==> config.mk <==
export PLATFORM = sky130hd
export DESIGN_NAME = sd_card_init_sequencer
export DESIGN_NICKNAME = d
export VERILOG_FILES = /design/src/sv/sdinit_pkg.sv /design/src/sv/sd_card_init_sequencer.sv
export SDC_FILE = /design/constraint.sdc
export NUM_CORES = 1
export LEC_CHECK = 0
export BUFFER_PORTS_ARGS = -buffer_cell sky130_fd_sc_hd__clkbuf_2
export CAP_MARGIN = 30
export CELL_PAD_IN_SITES_DETAIL_PLACEMENT = 1
export CELL_PAD_IN_SITES_GLOBAL_PLACEMENT = 1
export CORE_ASPECT_RATIO = 1.25
export CORE_MARGIN = 8
export CORE_UTILIZATION = 46
export DETAILED_ROUTE_END_ITERATION = 12
export PLACE_DENSITY = 0.87
export SLEW_MARGIN = 20
export SYNTH_ARGS = -nofsm -noshare
export SYNTH_HDL_FRONTEND = slang
export SYNTH_SLANG_ARGS = --single-unit
==> constraint.sdc <==
create_clock -name clock -period 5.3 [get_ports clock]
set_input_delay 0.265 -clock clock [delete_from_list [all_inputs] [get_ports clock]]
set_output_delay 0.265 -clock clock [all_outputs]
set_load 0.05 [all_outputs]
==> src/sv/sdinit_pkg.sv <==
// sdinit_pkg: types, register codes and command words of the SD card bring-up sequencer.
// Used by sd_card_init_sequencer and its testbench; depends on nothing else.
`default_nettype none

package sdinit_pkg;

   localparam int CountWidth = 24;
   typedef logic [CountWidth-1:0] count_type;

   // phase codes
   localparam logic [3:0] PhIdle     = 4'd0;
   localparam logic [3:0] PhPresent  = 4'd1;
   localparam logic [3:0] PhDlySetup = 4'd2;
   localparam logic [3:0] PhCmd0     = 4'd3;
   localparam logic [3:0] PhCmd8     = 4'd4;
   localparam logic [3:0] PhDlyLoop  = 4'd5;
   localparam logic [3:0] PhCmd55    = 4'd6;
   localparam logic [3:0] PhAcmd41   = 4'd7;

   // input opcodes
   localparam logic [1:0] OpTick  = 2'd0;
   localparam logic [1:0] OpPoll  = 2'd1;
   localparam logic [1:0] OpStart = 2'd2;

   // result kinds
   localparam logic KindWrite  = 1'b0;
   localparam logic KindFinish = 1'b1;

   // controller register word indexes
   localparam logic [2:0] RegCmd  = 3'd0;
   localparam logic [2:0] RegData = 3'd1;
   localparam logic [2:0] RegPhy  = 3'd4;

   // finish status codes
   localparam logic [2:0] StOk        = 3'd0;
   localparam logic [2:0] StNoCard    = 3'd1;
   localparam logic [2:0] StCmd0Tmo   = 3'd2;
   localparam logic [2:0] StCmd8Tmo   = 3'd3;
   localparam logic [2:0] StCmd8Err   = 3'd4;
   localparam logic [2:0] StMismatch  = 3'd5;
   localparam logic [2:0] StNotReady  = 3'd6;

   // configuration register indexes
   localparam logic [2:0] CsrPresentTimeout = 3'd0;
   localparam logic [2:0] CsrBusyTimeout    = 3'd1;
   localparam logic [2:0] CsrInitRetries    = 3'd2;
   localparam logic [2:0] CsrSetupDelay     = 3'd3;
   localparam logic [2:0] CsrCmd8Delay      = 3'd4;
   localparam logic [2:0] CsrErrRetryDelay  = 3'd5;
   localparam logic [2:0] CsrBusyRetryDelay = 3'd6;
   localparam logic [2:0] CsrPhyWord        = 3'd7;

   // status word bits and command words
   localparam logic [31:0] BitPresentN = 32'h0008_0000;
   localparam logic [31:0] BitRemoved  = 32'h0004_0000;
   localparam logic [31:0] BitNullCmd  = 32'h0000_0080;
   localparam logic [31:0] BitCmdFlag  = 32'h0000_0040;
   localparam logic [31:0] BitR1       = 32'h0000_0100;
   localparam logic [31:0] BitErrClr   = 32'h0000_8000;
   localparam logic [31:0] MaskBusy    = 32'h0010_6800;
   localparam logic [31:0] BitErr      = 32'h0000_8000;
   localparam logic [31:0] ArgCmd8     = 32'h0000_01AA;
   localparam logic [31:0] ArgAcmd41   = 32'h40FF_8000;
   localparam logic [7:0]  EchoPattern = 8'hAA;

   localparam logic [31:0] CmdWord0  = BitCmdFlag | BitErrClr;
   localparam logic [31:0] CmdWord8  = BitCmdFlag | BitR1 | BitErrClr | 32'd8;
   localparam logic [31:0] CmdWord55 = BitCmdFlag | BitR1 | BitErrClr | 32'd55;
   localparam logic [31:0] CmdWord41 = BitCmdFlag | BitR1 | BitErrClr | 32'd41;
   localparam logic [31:0] ClearWord = BitRemoved | BitNullCmd;

   // result queue
   localparam int QueueDepth = 4;
   localparam int QueuePtrW  = $clog2(QueueDepth);
   localparam int QueueCntW  = $clog2(QueueDepth + 1);

   typedef struct packed {
      logic [1:0]  opcode;
      logic [31:0] cmd_status;
      logic [31:0] data_word;
   } req_type;

   typedef struct packed {
      logic        kind;
      logic [2:0]  reg_index;
      logic [31:0] reg_value;
      logic [2:0]  status;
      logic [31:0] ocr;
      logic        high_capacity;
      logic        last;
   } rsp_type;

   function automatic rsp_type make_write(input logic [2:0] idx, input logic [31:0] val);
      rsp_type r;
      r = '0;
      r.kind      = KindWrite;
      r.reg_index = idx;
      r.reg_value = val;
      return r;
   endfunction

   function automatic rsp_type make_finish(input logic [2:0] st, input logic [31:0] ocr,
                                           input logic hc);
      rsp_type r;
      r = '0;
      r.kind          = KindFinish;
      r.status        = st;
      r.ocr           = ocr;
      r.high_capacity = hc;
      r.last          = 1'b1;
      return r;
   endfunction

endpackage

`default_nettype wire

==> src/sv/sd_card_init_sequencer.sv <==
// sd_card_init_sequencer: SD card bring-up sequencer that emits controller register writes.
// Depends on sdinit_pkg (types, phase codes, command words).
// An accepted transaction's results enter the registered result queue and go out on rsp
// after the results ahead of them. One transaction per cycle is accepted while two queue
// slots are free; the single result port drains the 4-entry queue.
// Reset (synchronous): phase idle, counters zero, configuration to defaults, queue empty.
`default_nettype none

module sd_card_init_sequencer (
   input  wire                 clock,
   input  wire                 reset,
   input  wire                 req_valid,
   output logic                req_ready,
   input  sdinit_pkg::req_type req_data,
   output logic                rsp_valid,
   input  wire                 rsp_ready,
   output sdinit_pkg::rsp_type rsp_data,
   input  wire                 csr_valid,
   output logic                csr_ready,
   input  wire  [2:0]          csr_index,
   input  wire  [31:0]         csr_data
);

   // ---------------------------------------------------------------- configuration
   logic [23:0] present_timeout_ff;
   logic [23:0] busy_timeout_ff;
   logic [7:0]  init_retries_ff;
   logic [15:0] setup_delay_ff;
   logic [15:0] cmd8_delay_ff;
   logic [15:0] err_retry_delay_ff;
   logic [15:0] busy_retry_delay_ff;
   logic [31:0] phy_word_ff;

   // Always ready; software must write only while the block is idle; not enforced here.
   assign csr_ready = 1'b1;

   always_ff @(posedge clock) begin
      if (reset) begin
         present_timeout_ff  <= 24'd10000000;
         busy_timeout_ff     <= 24'd100000;
         init_retries_ff     <= 8'd200;
         setup_delay_ff      <= 16'd10000;
         cmd8_delay_ff       <= 16'd50000;
         err_retry_delay_ff  <= 16'd10000;
         busy_retry_delay_ff <= 16'd5000;
         phy_word_ff         <= 32'h0900_00FC;
      end else if (csr_valid) begin
         case (csr_index)
            sdinit_pkg::CsrPresentTimeout: present_timeout_ff  <= csr_data[23:0];
            sdinit_pkg::CsrBusyTimeout:    busy_timeout_ff     <= csr_data[23:0];
            sdinit_pkg::CsrInitRetries:    init_retries_ff     <= csr_data[7:0];
            sdinit_pkg::CsrSetupDelay:     setup_delay_ff      <= csr_data[15:0];
            sdinit_pkg::CsrCmd8Delay:      cmd8_delay_ff       <= csr_data[15:0];
            sdinit_pkg::CsrErrRetryDelay:  err_retry_delay_ff  <= csr_data[15:0];
            sdinit_pkg::CsrBusyRetryDelay: busy_retry_delay_ff <= csr_data[15:0];
            sdinit_pkg::CsrPhyWord:        phy_word_ff         <= csr_data;
            default: ;
         endcase
      end
   end

   // ---------------------------------------------------------------- sequencer state
   logic [3:0]            phase_ff, phase_in;
   sdinit_pkg::count_type countdown_ff, countdown_in;
   logic [7:0]            retries_ff, retries_in;

   // ---------------------------------------------------------------- result queue
   sdinit_pkg::rsp_type                  queue_ff [sdinit_pkg::QueueDepth];
   logic [sdinit_pkg::QueuePtrW-1:0]     wr_ptr_ff, rd_ptr_ff;
   logic [sdinit_pkg::QueueCntW-1:0]     count_ff, count_in;

   logic                req_fire;
   logic                rsp_fire;
   logic [1:0]          push_num;
   sdinit_pkg::rsp_type res0, res1;

   // Accept only while two slots are free, so one transaction's writes always fit.
   assign req_ready = (count_ff <= sdinit_pkg::QueueCntW'(sdinit_pkg::QueueDepth - 2));
   assign req_fire  = req_valid && req_ready;
   assign rsp_valid = (count_ff != '0);
   assign rsp_data  = queue_ff[rd_ptr_ff];
   assign rsp_fire  = rsp_valid && rsp_ready;

   // ---------------------------------------------------------------- next-state logic
   sdinit_pkg::count_type cd_dec;   // decrement, saturating at zero (delays)
   sdinit_pkg::count_type cd_wrap;  // decrement modulo 2^CountWidth (timeouts)
   logic                  not_busy;
   logic [7:0]            retries_dec;

   assign cd_wrap     = countdown_ff - sdinit_pkg::count_type'(1);
   assign cd_dec      = (countdown_ff != '0) ? cd_wrap : countdown_ff;
   assign not_busy    = ((req_data.cmd_status & sdinit_pkg::MaskBusy) == '0);
   assign retries_dec = (retries_ff != '0) ? retries_ff - 8'd1 : retries_ff;

   always_comb begin
      phase_in     = phase_ff;
      countdown_in = countdown_ff;
      retries_in   = retries_ff;
      push_num     = 2'd0;
      res0         = '0;
      res1         = '0;

      case (req_data.opcode)
         sdinit_pkg::OpStart: begin
            // restart from the presence wait; emits nothing
            phase_in     = sdinit_pkg::PhPresent;
            countdown_in = sdinit_pkg::count_type'(present_timeout_ff);
            retries_in   = 8'd0;
         end

         sdinit_pkg::OpTick: begin
            if (phase_ff == sdinit_pkg::PhDlySetup || phase_ff == sdinit_pkg::PhDlyLoop) begin
               countdown_in = cd_dec;
               if (cd_dec == '0) begin
                  if (phase_ff == sdinit_pkg::PhDlySetup) begin
                     // issue CMD0
                     res0         = sdinit_pkg::make_write(sdinit_pkg::RegData, 32'd0);
                     res1         = sdinit_pkg::make_write(sdinit_pkg::RegCmd,
                                                           sdinit_pkg::CmdWord0);
                     push_num     = 2'd2;
                     phase_in     = sdinit_pkg::PhCmd0;
                     countdown_in = sdinit_pkg::count_type'(busy_timeout_ff);
                  end else if (retries_ff == '0) begin
                     res0         = sdinit_pkg::make_finish(sdinit_pkg::StNotReady, '0, 1'b0);
                     push_num     = 2'd1;
                     phase_in     = sdinit_pkg::PhIdle;
                     countdown_in = '0;
                  end else begin
                     res0     = sdinit_pkg::make_write(sdinit_pkg::RegData, 32'd0);
                     res1     = sdinit_pkg::make_write(sdinit_pkg::RegCmd,
                                                       sdinit_pkg::CmdWord55);
                     push_num = 2'd2;
                     phase_in = sdinit_pkg::PhCmd55;
                  end
               end
            end
         end

         sdinit_pkg::OpPoll: begin
            case (phase_ff)
               sdinit_pkg::PhPresent: begin
                  countdown_in = cd_wrap;
                  if (cd_wrap == '0) begin
                     res0         = sdinit_pkg::make_finish(sdinit_pkg::StNoCard, '0, 1'b0);
                     push_num     = 2'd1;
                     phase_in     = sdinit_pkg::PhIdle;
                     countdown_in = '0;
                  end else if ((req_data.cmd_status & sdinit_pkg::BitPresentN) == '0) begin
                     // clear flags, program the PHY
                     res0         = sdinit_pkg::make_write(sdinit_pkg::RegCmd,
                                                           sdinit_pkg::ClearWord);
                     res1         = sdinit_pkg::make_write(sdinit_pkg::RegPhy, phy_word_ff);
                     push_num     = 2'd2;
                     phase_in     = sdinit_pkg::PhDlySetup;
                     countdown_in = sdinit_pkg::count_type'(setup_delay_ff);
                  end
               end

               sdinit_pkg::PhCmd0: begin
                  countdown_in = cd_wrap;
                  if (cd_wrap == '0) begin
                     res0         = sdinit_pkg::make_finish(sdinit_pkg::StCmd0Tmo, '0, 1'b0);
                     push_num     = 2'd1;
                     phase_in     = sdinit_pkg::PhIdle;
                     countdown_in = '0;
                  end else if (not_busy) begin
                     res0         = sdinit_pkg::make_write(sdinit_pkg::RegData,
                                                           sdinit_pkg::ArgCmd8);
                     res1         = sdinit_pkg::make_write(sdinit_pkg::RegCmd,
                                                           sdinit_pkg::CmdWord8);
                     push_num     = 2'd2;
                     phase_in     = sdinit_pkg::PhCmd8;
                     countdown_in = sdinit_pkg::count_type'(busy_timeout_ff);
                  end
               end

               sdinit_pkg::PhCmd8: begin
                  countdown_in = cd_wrap;
                  if (cd_wrap == '0) begin
                     res0         = sdinit_pkg::make_finish(sdinit_pkg::StCmd8Tmo, '0, 1'b0);
                     push_num     = 2'd1;
                     phase_in     = sdinit_pkg::PhIdle;
                     countdown_in = '0;
                  end else if (not_busy) begin
                     if ((req_data.cmd_status & sdinit_pkg::BitErr) != '0) begin
                        res0         = sdinit_pkg::make_finish(sdinit_pkg::StCmd8Err, '0, 1'b0);
                        push_num     = 2'd1;
                        phase_in     = sdinit_pkg::PhIdle;
                        countdown_in = '0;
                     end else if (req_data.data_word[7:0] != sdinit_pkg::EchoPattern) begin
                        res0         = sdinit_pkg::make_finish(sdinit_pkg::StMismatch, '0, 1'b0);
                        push_num     = 2'd1;
                        phase_in     = sdinit_pkg::PhIdle;
                        countdown_in = '0;
                     end else begin
                        retries_in   = init_retries_ff;
                        phase_in     = sdinit_pkg::PhDlyLoop;
                        countdown_in = sdinit_pkg::count_type'(cmd8_delay_ff);
                     end
                  end
               end

               sdinit_pkg::PhCmd55: begin
                  if (not_busy) begin
                     if ((req_data.cmd_status & sdinit_pkg::BitErr) != '0) begin
                        retries_in   = retries_dec;
                        phase_in     = sdinit_pkg::PhDlyLoop;
                        countdown_in = sdinit_pkg::count_type'(err_retry_delay_ff);
                     end else begin
                        res0     = sdinit_pkg::make_write(sdinit_pkg::RegData,
                                                          sdinit_pkg::ArgAcmd41);
                        res1     = sdinit_pkg::make_write(sdinit_pkg::RegCmd,
                                                          sdinit_pkg::CmdWord41);
                        push_num = 2'd2;
                        phase_in = sdinit_pkg::PhAcmd41;
                     end
                  end
               end

               sdinit_pkg::PhAcmd41: begin
                  if (not_busy) begin
                     if (req_data.data_word[31]) begin
                        res0         = sdinit_pkg::make_finish(sdinit_pkg::StOk,
                                                               req_data.data_word,
                                                               req_data.data_word[30]);
                        push_num     = 2'd1;
                        phase_in     = sdinit_pkg::PhIdle;
                        countdown_in = '0;
                     end else begin
                        retries_in   = retries_dec;
                        phase_in     = sdinit_pkg::PhDlyLoop;
                        countdown_in = sdinit_pkg::count_type'(busy_retry_delay_ff);
                     end
                  end
               end

               default: ;
            endcase
         end

         default: ;
      endcase

      // mark the final result of this transaction
      if (push_num == 2'd1) begin
         res0.last = 1'b1;
      end else if (push_num == 2'd2) begin
         res0.last = 1'b0;
         res1.last = 1'b1;
      end
   end

   // ---------------------------------------------------------------- state registers
   always_ff @(posedge clock) begin
      if (reset) begin
         phase_ff     <= sdinit_pkg::PhIdle;
         countdown_ff <= '0;
         retries_ff   <= '0;
      end else if (req_fire) begin
         phase_ff     <= phase_in;
         countdown_ff <= countdown_in;
         retries_ff   <= retries_in;
      end
   end

   // ---------------------------------------------------------------- queue control
   logic [1:0] push_eff;

   assign push_eff = req_fire ? push_num : 2'd0;
   assign count_in = count_ff + sdinit_pkg::QueueCntW'(push_eff)
                   - sdinit_pkg::QueueCntW'(rsp_fire);

   always_ff @(posedge clock) begin
      if (reset) begin
         wr_ptr_ff <= '0;
         rd_ptr_ff <= '0;
         count_ff  <= '0;
      end else begin
         wr_ptr_ff <= wr_ptr_ff + sdinit_pkg::QueuePtrW'(push_eff);
         if (rsp_fire) begin
            rd_ptr_ff <= rd_ptr_ff + sdinit_pkg::QueuePtrW'(1);
         end
         count_ff <= count_in;
      end
   end

   // queue payload: hold until overwritten, no reset
   always_ff @(posedge clock) begin
      if (push_eff != 2'd0) begin
         queue_ff[wr_ptr_ff] <= res0;
      end
      if (push_eff == 2'd2) begin
         queue_ff[wr_ptr_ff + sdinit_pkg::QueuePtrW'(1)] <= res1;
      end
   end

   // ---------------------------------------------------------------- assertions
   a_queue_bound: assert property (@(posedge clock) disable iff (reset)
      count_ff <= sdinit_pkg::QueueCntW'(sdinit_pkg::QueueDepth))
      else $error("result queue overflow");

   a_idle_count_zero: assert property (@(posedge clock) disable iff (reset)
      phase_ff == sdinit_pkg::PhIdle |-> countdown_ff == '0)
      else $error("countdown left nonzero in idle");

   a_push_shows: assert property (@(posedge clock) disable iff (reset)
      (req_fire && push_num != 2'd0) |=> rsp_valid)
      else $error("pushed result not presented");

   a_finish_last: assert property (@(posedge clock) disable iff (reset)
      (rsp_valid && rsp_data.kind == sdinit_pkg::KindFinish) |-> rsp_data.last)
      else $error("finish result not marked last");

endmodule

`default_nettype wire

; ---- After elaboration in Yosys (flattened, before gate mapping)
; Memory sizes are Yosys's and may differ from the RTL's. A register that Yosys moved wholly into a read port is not among the register bits.
; Index checks and enable logic that the tools add are counted.
[word_totals]
ff_bits = 195
mem_bits_rw = 292
input_bits = 106
out_inout_bits = 76
word_cells = 192
memories = 1
[classes]
n_addsub = 7
order_cmp = 1
eq_ne = 35
mux = 107
reduce_logical = 27
[memory_table]
columns = memory, words, width, rd, rd_clocked_by_memory_dff, write_ports, line_no
row1 = queue_ff, 4, 73, 1, 1, 2, sd_card_init_sequencer.sv:68  ; sdinit_pkg::rsp_type queue_ff [sdinit_pkg::QueueDepth];
[ops]
columns = op, n
row1 = $mux 73, 12
row2 = $mux 53, 8
row3 = $pmux 73 s5, 1
row4 = $mux 24, 14
row5 = $pmux 72 s3, 1
row6 = $mux 70, 3
row7 = $pmux 73 s2, 1
row8 = $mux 72, 2
row9 = $pmux 72 s2, 1
row10 = $pmux 24 s5, 1
row11 = $mux 8, 9
row12 = $pmux 24 s3, 1
row13 = $logic_not 32->1, 2
row14 = $mux 56, 1
row15 = $logic_not 24->1, 2
row16 = $mux 16, 3
row17 = $mux 4, 10
row18 = $mux 2, 14
row19 = $ne 3x3->1 const B, 8
row20 = $pmux 8 s3, 1
row21 = $reduce_bool 24->1, 1
row22 = $sub 24x1->24 const B, 1
row23 = $pmux 4 s5, 1
row24 = $eq 4x3->1 const B, 4
row25 = 36 further kinds, 75

; ---- Logic depth before layout (Yosys ltp)
[logic_depth]
depth_word = 11
mapped_depth = 22
ltp_nobuf = 19

; ---- Least setup slack after synthesis
; Ideal clock, no wire load.
[synth_path]
path_type = register to register
start = reg countdown_ff[15]
end = mem queue_ff[1][0] (netlist name) (enable)
setup_time_ps = 425
arrival_time_ps = 4419
required_ps = 4875
path_slack_ps = 456
stages_incl_launch_ff = 12
n_path_buf = 2
synth_period_minus_slack_ps = 4844
cell_sequence = dfxtp_1 buf_6 or4_4 or4_1 buf_2 xnor2_1 o41ai_4 or3b_2 o21a_1 a21oi_1 nor2_1 nor2_1
[synth_rtl]
columns = item, line_no
row1 = from (decl), sd_card_init_sequencer.sv:64  ; sdinit_pkg::count_type countdown_ff, countdown_in;
row2 = from (signal assigned), sd_card_init_sequencer.sv:261  ; countdown_ff <= countdown_in;
row3 = to (decl), sd_card_init_sequencer.sv:68

; ---- Worst setup path after layout
[layout_path]
start = reg countdown_ff[5]
end = reg count_ff[2] (netlist name)
[layout_via]
elab_chain_len = 9
elab_cells_between_ends = 15
classes_between = add/sub: 3 / mux: 9 / reduce/logical: 3
[layout_rtl]
columns = item, line_no
row1 = $sub 24x1->24 / $reduce_bool 24->1 (equally long branches), "sd_card_init_sequencer.sv:90, sd_card_init_sequencer.sv:91"
row2 = $mux 24, sd_card_init_sequencer.sv:91  ; assign cd_dec = (countdown_ff != '0) ? cd_wrap : countdown_ff;
row3 = $logic_not 24->1, sd_card_init_sequencer.sv:114  ; if (cd_dec == '0) begin
row4 = $mux 2, sd_card_init_sequencer.sv:114
row5 = $mux 2, sd_card_init_sequencer.sv:112  ; if (phase_ff == sdinit_pkg::PhDlySetup || phase_ff == sdinit_pkg::PhDlyLoop) begin
row6 = $pmux 2 s2 (*), sd_card_init_sequencer.sv:103  ; case (req_data.opcode)
row7 = $mux 2 (*), sd_card_init_sequencer.sv:269  ; assign push_eff = req_fire ? push_num : 2'd0;
row8 = $add 3x2->3 (*), sd_card_init_sequencer.sv:270  ; assign count_in = count_ff + sdinit_pkg::QueueCntW'(push_eff)
row9 = $sub 3x1->3 (*), sd_card_init_sequencer.sv:271  ; - sdinit_pkg::QueueCntW'(rsp_fire);
row10 = to (signal assigned), sd_card_init_sequencer.sv:283  ; count_ff <= count_in;
row11 = to (decl), sd_card_init_sequencer.sv:70  ; logic [sdinit_pkg::QueueCntW-1:0] count_ff, count_in;
; Mark *: on every way between the ends. The rest lies on a longest branch, timed or not.
; A chain may end at the register's enable or synchronous reset.

==> flow_summary.yaml <==
cts:
  ctsResizeCount: 0
  root_buffer: "clkbuf_16"
  h-tree-depth: 2
  clk_latency_ns: 0.62
  cts_tree: "done"
  numClockSinks: 480
  cts_max_path_buffers: 3
  numCtsBuffers: 48
  clkTransAtPathRegs_ns: 0.08
  cts_post_setup_buffers_inserted: 0
  cts_hold_buf: 45
sta:
  tightest_slew_ns: 0.972
  finalMaxSlewViolations: 0
  max_freq_ghz: 0.202
  tns_ns: 0
  fin_crit_sh_pct: 93.2
  relSlewSlack_pct: 35.0
  setup_viol: 0
  period_needed_ns: 4.94
  finalHoldViolCount: 0
  clock_skew_ns: 0.0352
  finalWorstSetupSlack_ns: 0.359
  rsz0062_at_grt: "no"
placement:
  place_congestion: 0.915
  hpwl_um: 52400
  portBuffers: 153
  pre_cts_ws_ns: 0.615
yosys:
  post-synth-top-count-cell: "nand2_1"
  yosysSeqAreaShare_pct: 49.9
  yosys-top-cells-area: "dfxtp_1 (31%), edfxtp_1 (19%), nand2_1 (9.2%)"
  yosysTopAreaCell: "dfxtp_1"
  async_flop_share_pct: 0
  postSynthCellCount: 2424
  ys_warn_count: 0
  syn_area_mm2: 0.0220
  synth-main-ff-cell: "dfxtp_1"
  synth_cell_types: 85
  syn_nets: 2542
  synth_edf_count: 136
  netlist_top_cells_count: "nand2_1 (540), dfxtp_1 (344), a21oi_1 (215)"
  syn_avg_cell_area_um2: 9.07
  synth_seq_cells: 480
  synth_top_area_share_pct: 31.3
global_routing:
  grt_pass1_wl_um: 133000
  antenna_found_initial: 1
  grt_pass1_vias: 22036
  grt_usage_pct: 30.8
  grt_max_degree: 71
  grt_overflow: 0
power:
  peakVddDrop_uv: 237
  power.density_mw_per_mm2: 380
  power_leakage_nw: 8.62
hold_path:
  hold_class: "primary input to flop"
critical_path:
  cp-end-kind: "flop"
  critPathKind: "flop to flop"
  critPathArrivalTime_ns: 5.44
  cp.required_ns: 5.80
  crit_path_start_kind: "flop"
  path_max_fanout: 10
floorplan:
  rows: 89
  fp.dieH_um: 260
  start_util_pct: 46.6
  boundaryPins: 182
  die-width_um: 212
  core-area_mm2: 0.0472
  dieArea_mm2: 0.0551
layout:
  nets: 2665
  layout-drive-gt1-share_pct: 16.0
  syn_to_final_growth_pct: 16.1
route:
  first_pass_iters: 5
  postRouteAntennaNets: 0
  via_per_inst: 6.41
  wire_per_inst_um: 26.7
  drt-initial-drc-count: 1978
  drc: 0
  vias: 20683
  routed_wl_um: 86300
status:
  outcome: "finished, final reports clean"
run:
  drv_cap: 0
logic make-up after synthesis:
group	after synthesis	share of synthesized area, %
simple gates	1030	20.5
compound gates	585	16.3
flops	480	49.9
buf+inv	212	4.05
mux	78	7.59
xor+xnor	25	0.996
fa+ha+maj	12	0.717
other cells	2	0.0342
worst paths after layout:
path | startpoint | endpoint | slack, ns | cells past startpoint
worst max-delay path | countdown_ff[5] | count_ff[2] | 0.36 | 13
worst min-delay path | csr_data[0] | busy_retry_delay_ff[0] | 0.02 | 3
worst max register to register | countdown_ff[5] | count_ff[2] | 0.36 | 13
worst min register to register | err_retry_delay_ff[6] | err_retry_delay_ff[6] | 0.46 | 2
flip-flops by register name, summed over array words and instances, names as in the netlist, 3 cells and up, named ones only:
register / cells
busy_retry_delay_ff: 16
busy_timeout_ff: 24
cmd8_delay_ff: 16
count_ff: 3
countdown_ff: 24
err_retry_delay_ff: 16
init_retries_ff: 8
phase_ff: 3
phy_word_ff: 32
present_timeout_ff: 24
queue_ff: 284
retries_ff: 8
setup_delay_ff: 16
worst max-delay path, cell delays in order (launching register included):
cell      delay (ns)
dfxtp_1         0.37
nor4_1          0.49
nand3_1         0.42
o41ai_1         0.56
nor4bb_1        0.34
nand4_1         0.37
o21ai_0         0.53
a21oi_4         0.18
inv_2           0.23
ha_1            0.30
fa_1            0.46
xnor2_1         0.16
xnor2_1         0.12
nor2_1          0.29
layer usage:
layer / part of all wire [%] / global-route usage, % / vias to the layer above / wire, um
met5: 0 / 0 / - / 0
li1: - / - / 8937 / -
met4: 7.0 / 19.6 / 0 / 6040
met1: 36 / 35.4 / 10280 / 31100
met3: 7.0 / 4.84 / 371 / 6000
met2: 50 / 53.1 / 1095 / 43200
through the flow:
| stage | hold slack [ns] | util (%) | total power, W | area, um^2 | std cells |
|---|---|---|---|---|---|
| 2_1_floorplan | 0.389 | - | 0.00541 | 22000 | 2424 |
| 3_3_place_gp | 0.429 | 49.4 | 0.00596 | 23300 | 3084 |
| 3_5_place_dp | 0.442 | 49.5 | 0.00601 | 23400 | 3089 |
| 4_1_cts | 0.00734 | 54.0 | 0.00963 | 25500 | 3224 |
| 5_1_grt | 0.0265 | 54.0 | 0.0100 | 25500 | 3225 |
| 6_report | 0.0174 | 54.1 | 0.00970 | 25500 | 3228 |
layout by cell type (no fill, tap or decap), types with 45 or more instances in the layout:
master	instances
mux4_2	71
o21ai_0	174
nand2_1	540
buf_4	63
nor2_1	168
a21oi_1	215
edfxtp_1	136
clkbuf_2	152
nand3_1	177
dfxtp_1	342
dlygate4sd3_1	45
clkbuf_16	50
report_power, final:
part | leakage (nW) | switching [W] | total (W) | internal (W)
Combinational | 3.87 | 0.00123 | 0.00192 | 0.000692
Clock | 0.832 | 0.00159 | 0.00368 | 0.00209
Sequential | 3.92 | 0.000240 | 0.00410 | 0.00386
layout make-up:
class / count / area, um^2
Clock inverter: 20 / 231
Clock buffer: 70 / 1470
Timing Repair Buffer: 263 / 1730
Fill cell: 5406 / 21700
Tap cell: 637 / 797
Antenna cell: 4 / 10.0
Inverter: 22 / 82.6
Sequential cell: 480 / 11000
Multi-Input combinational cell: 1732 / 10200
Note: power is estimated with default switching activity, not from simulation.
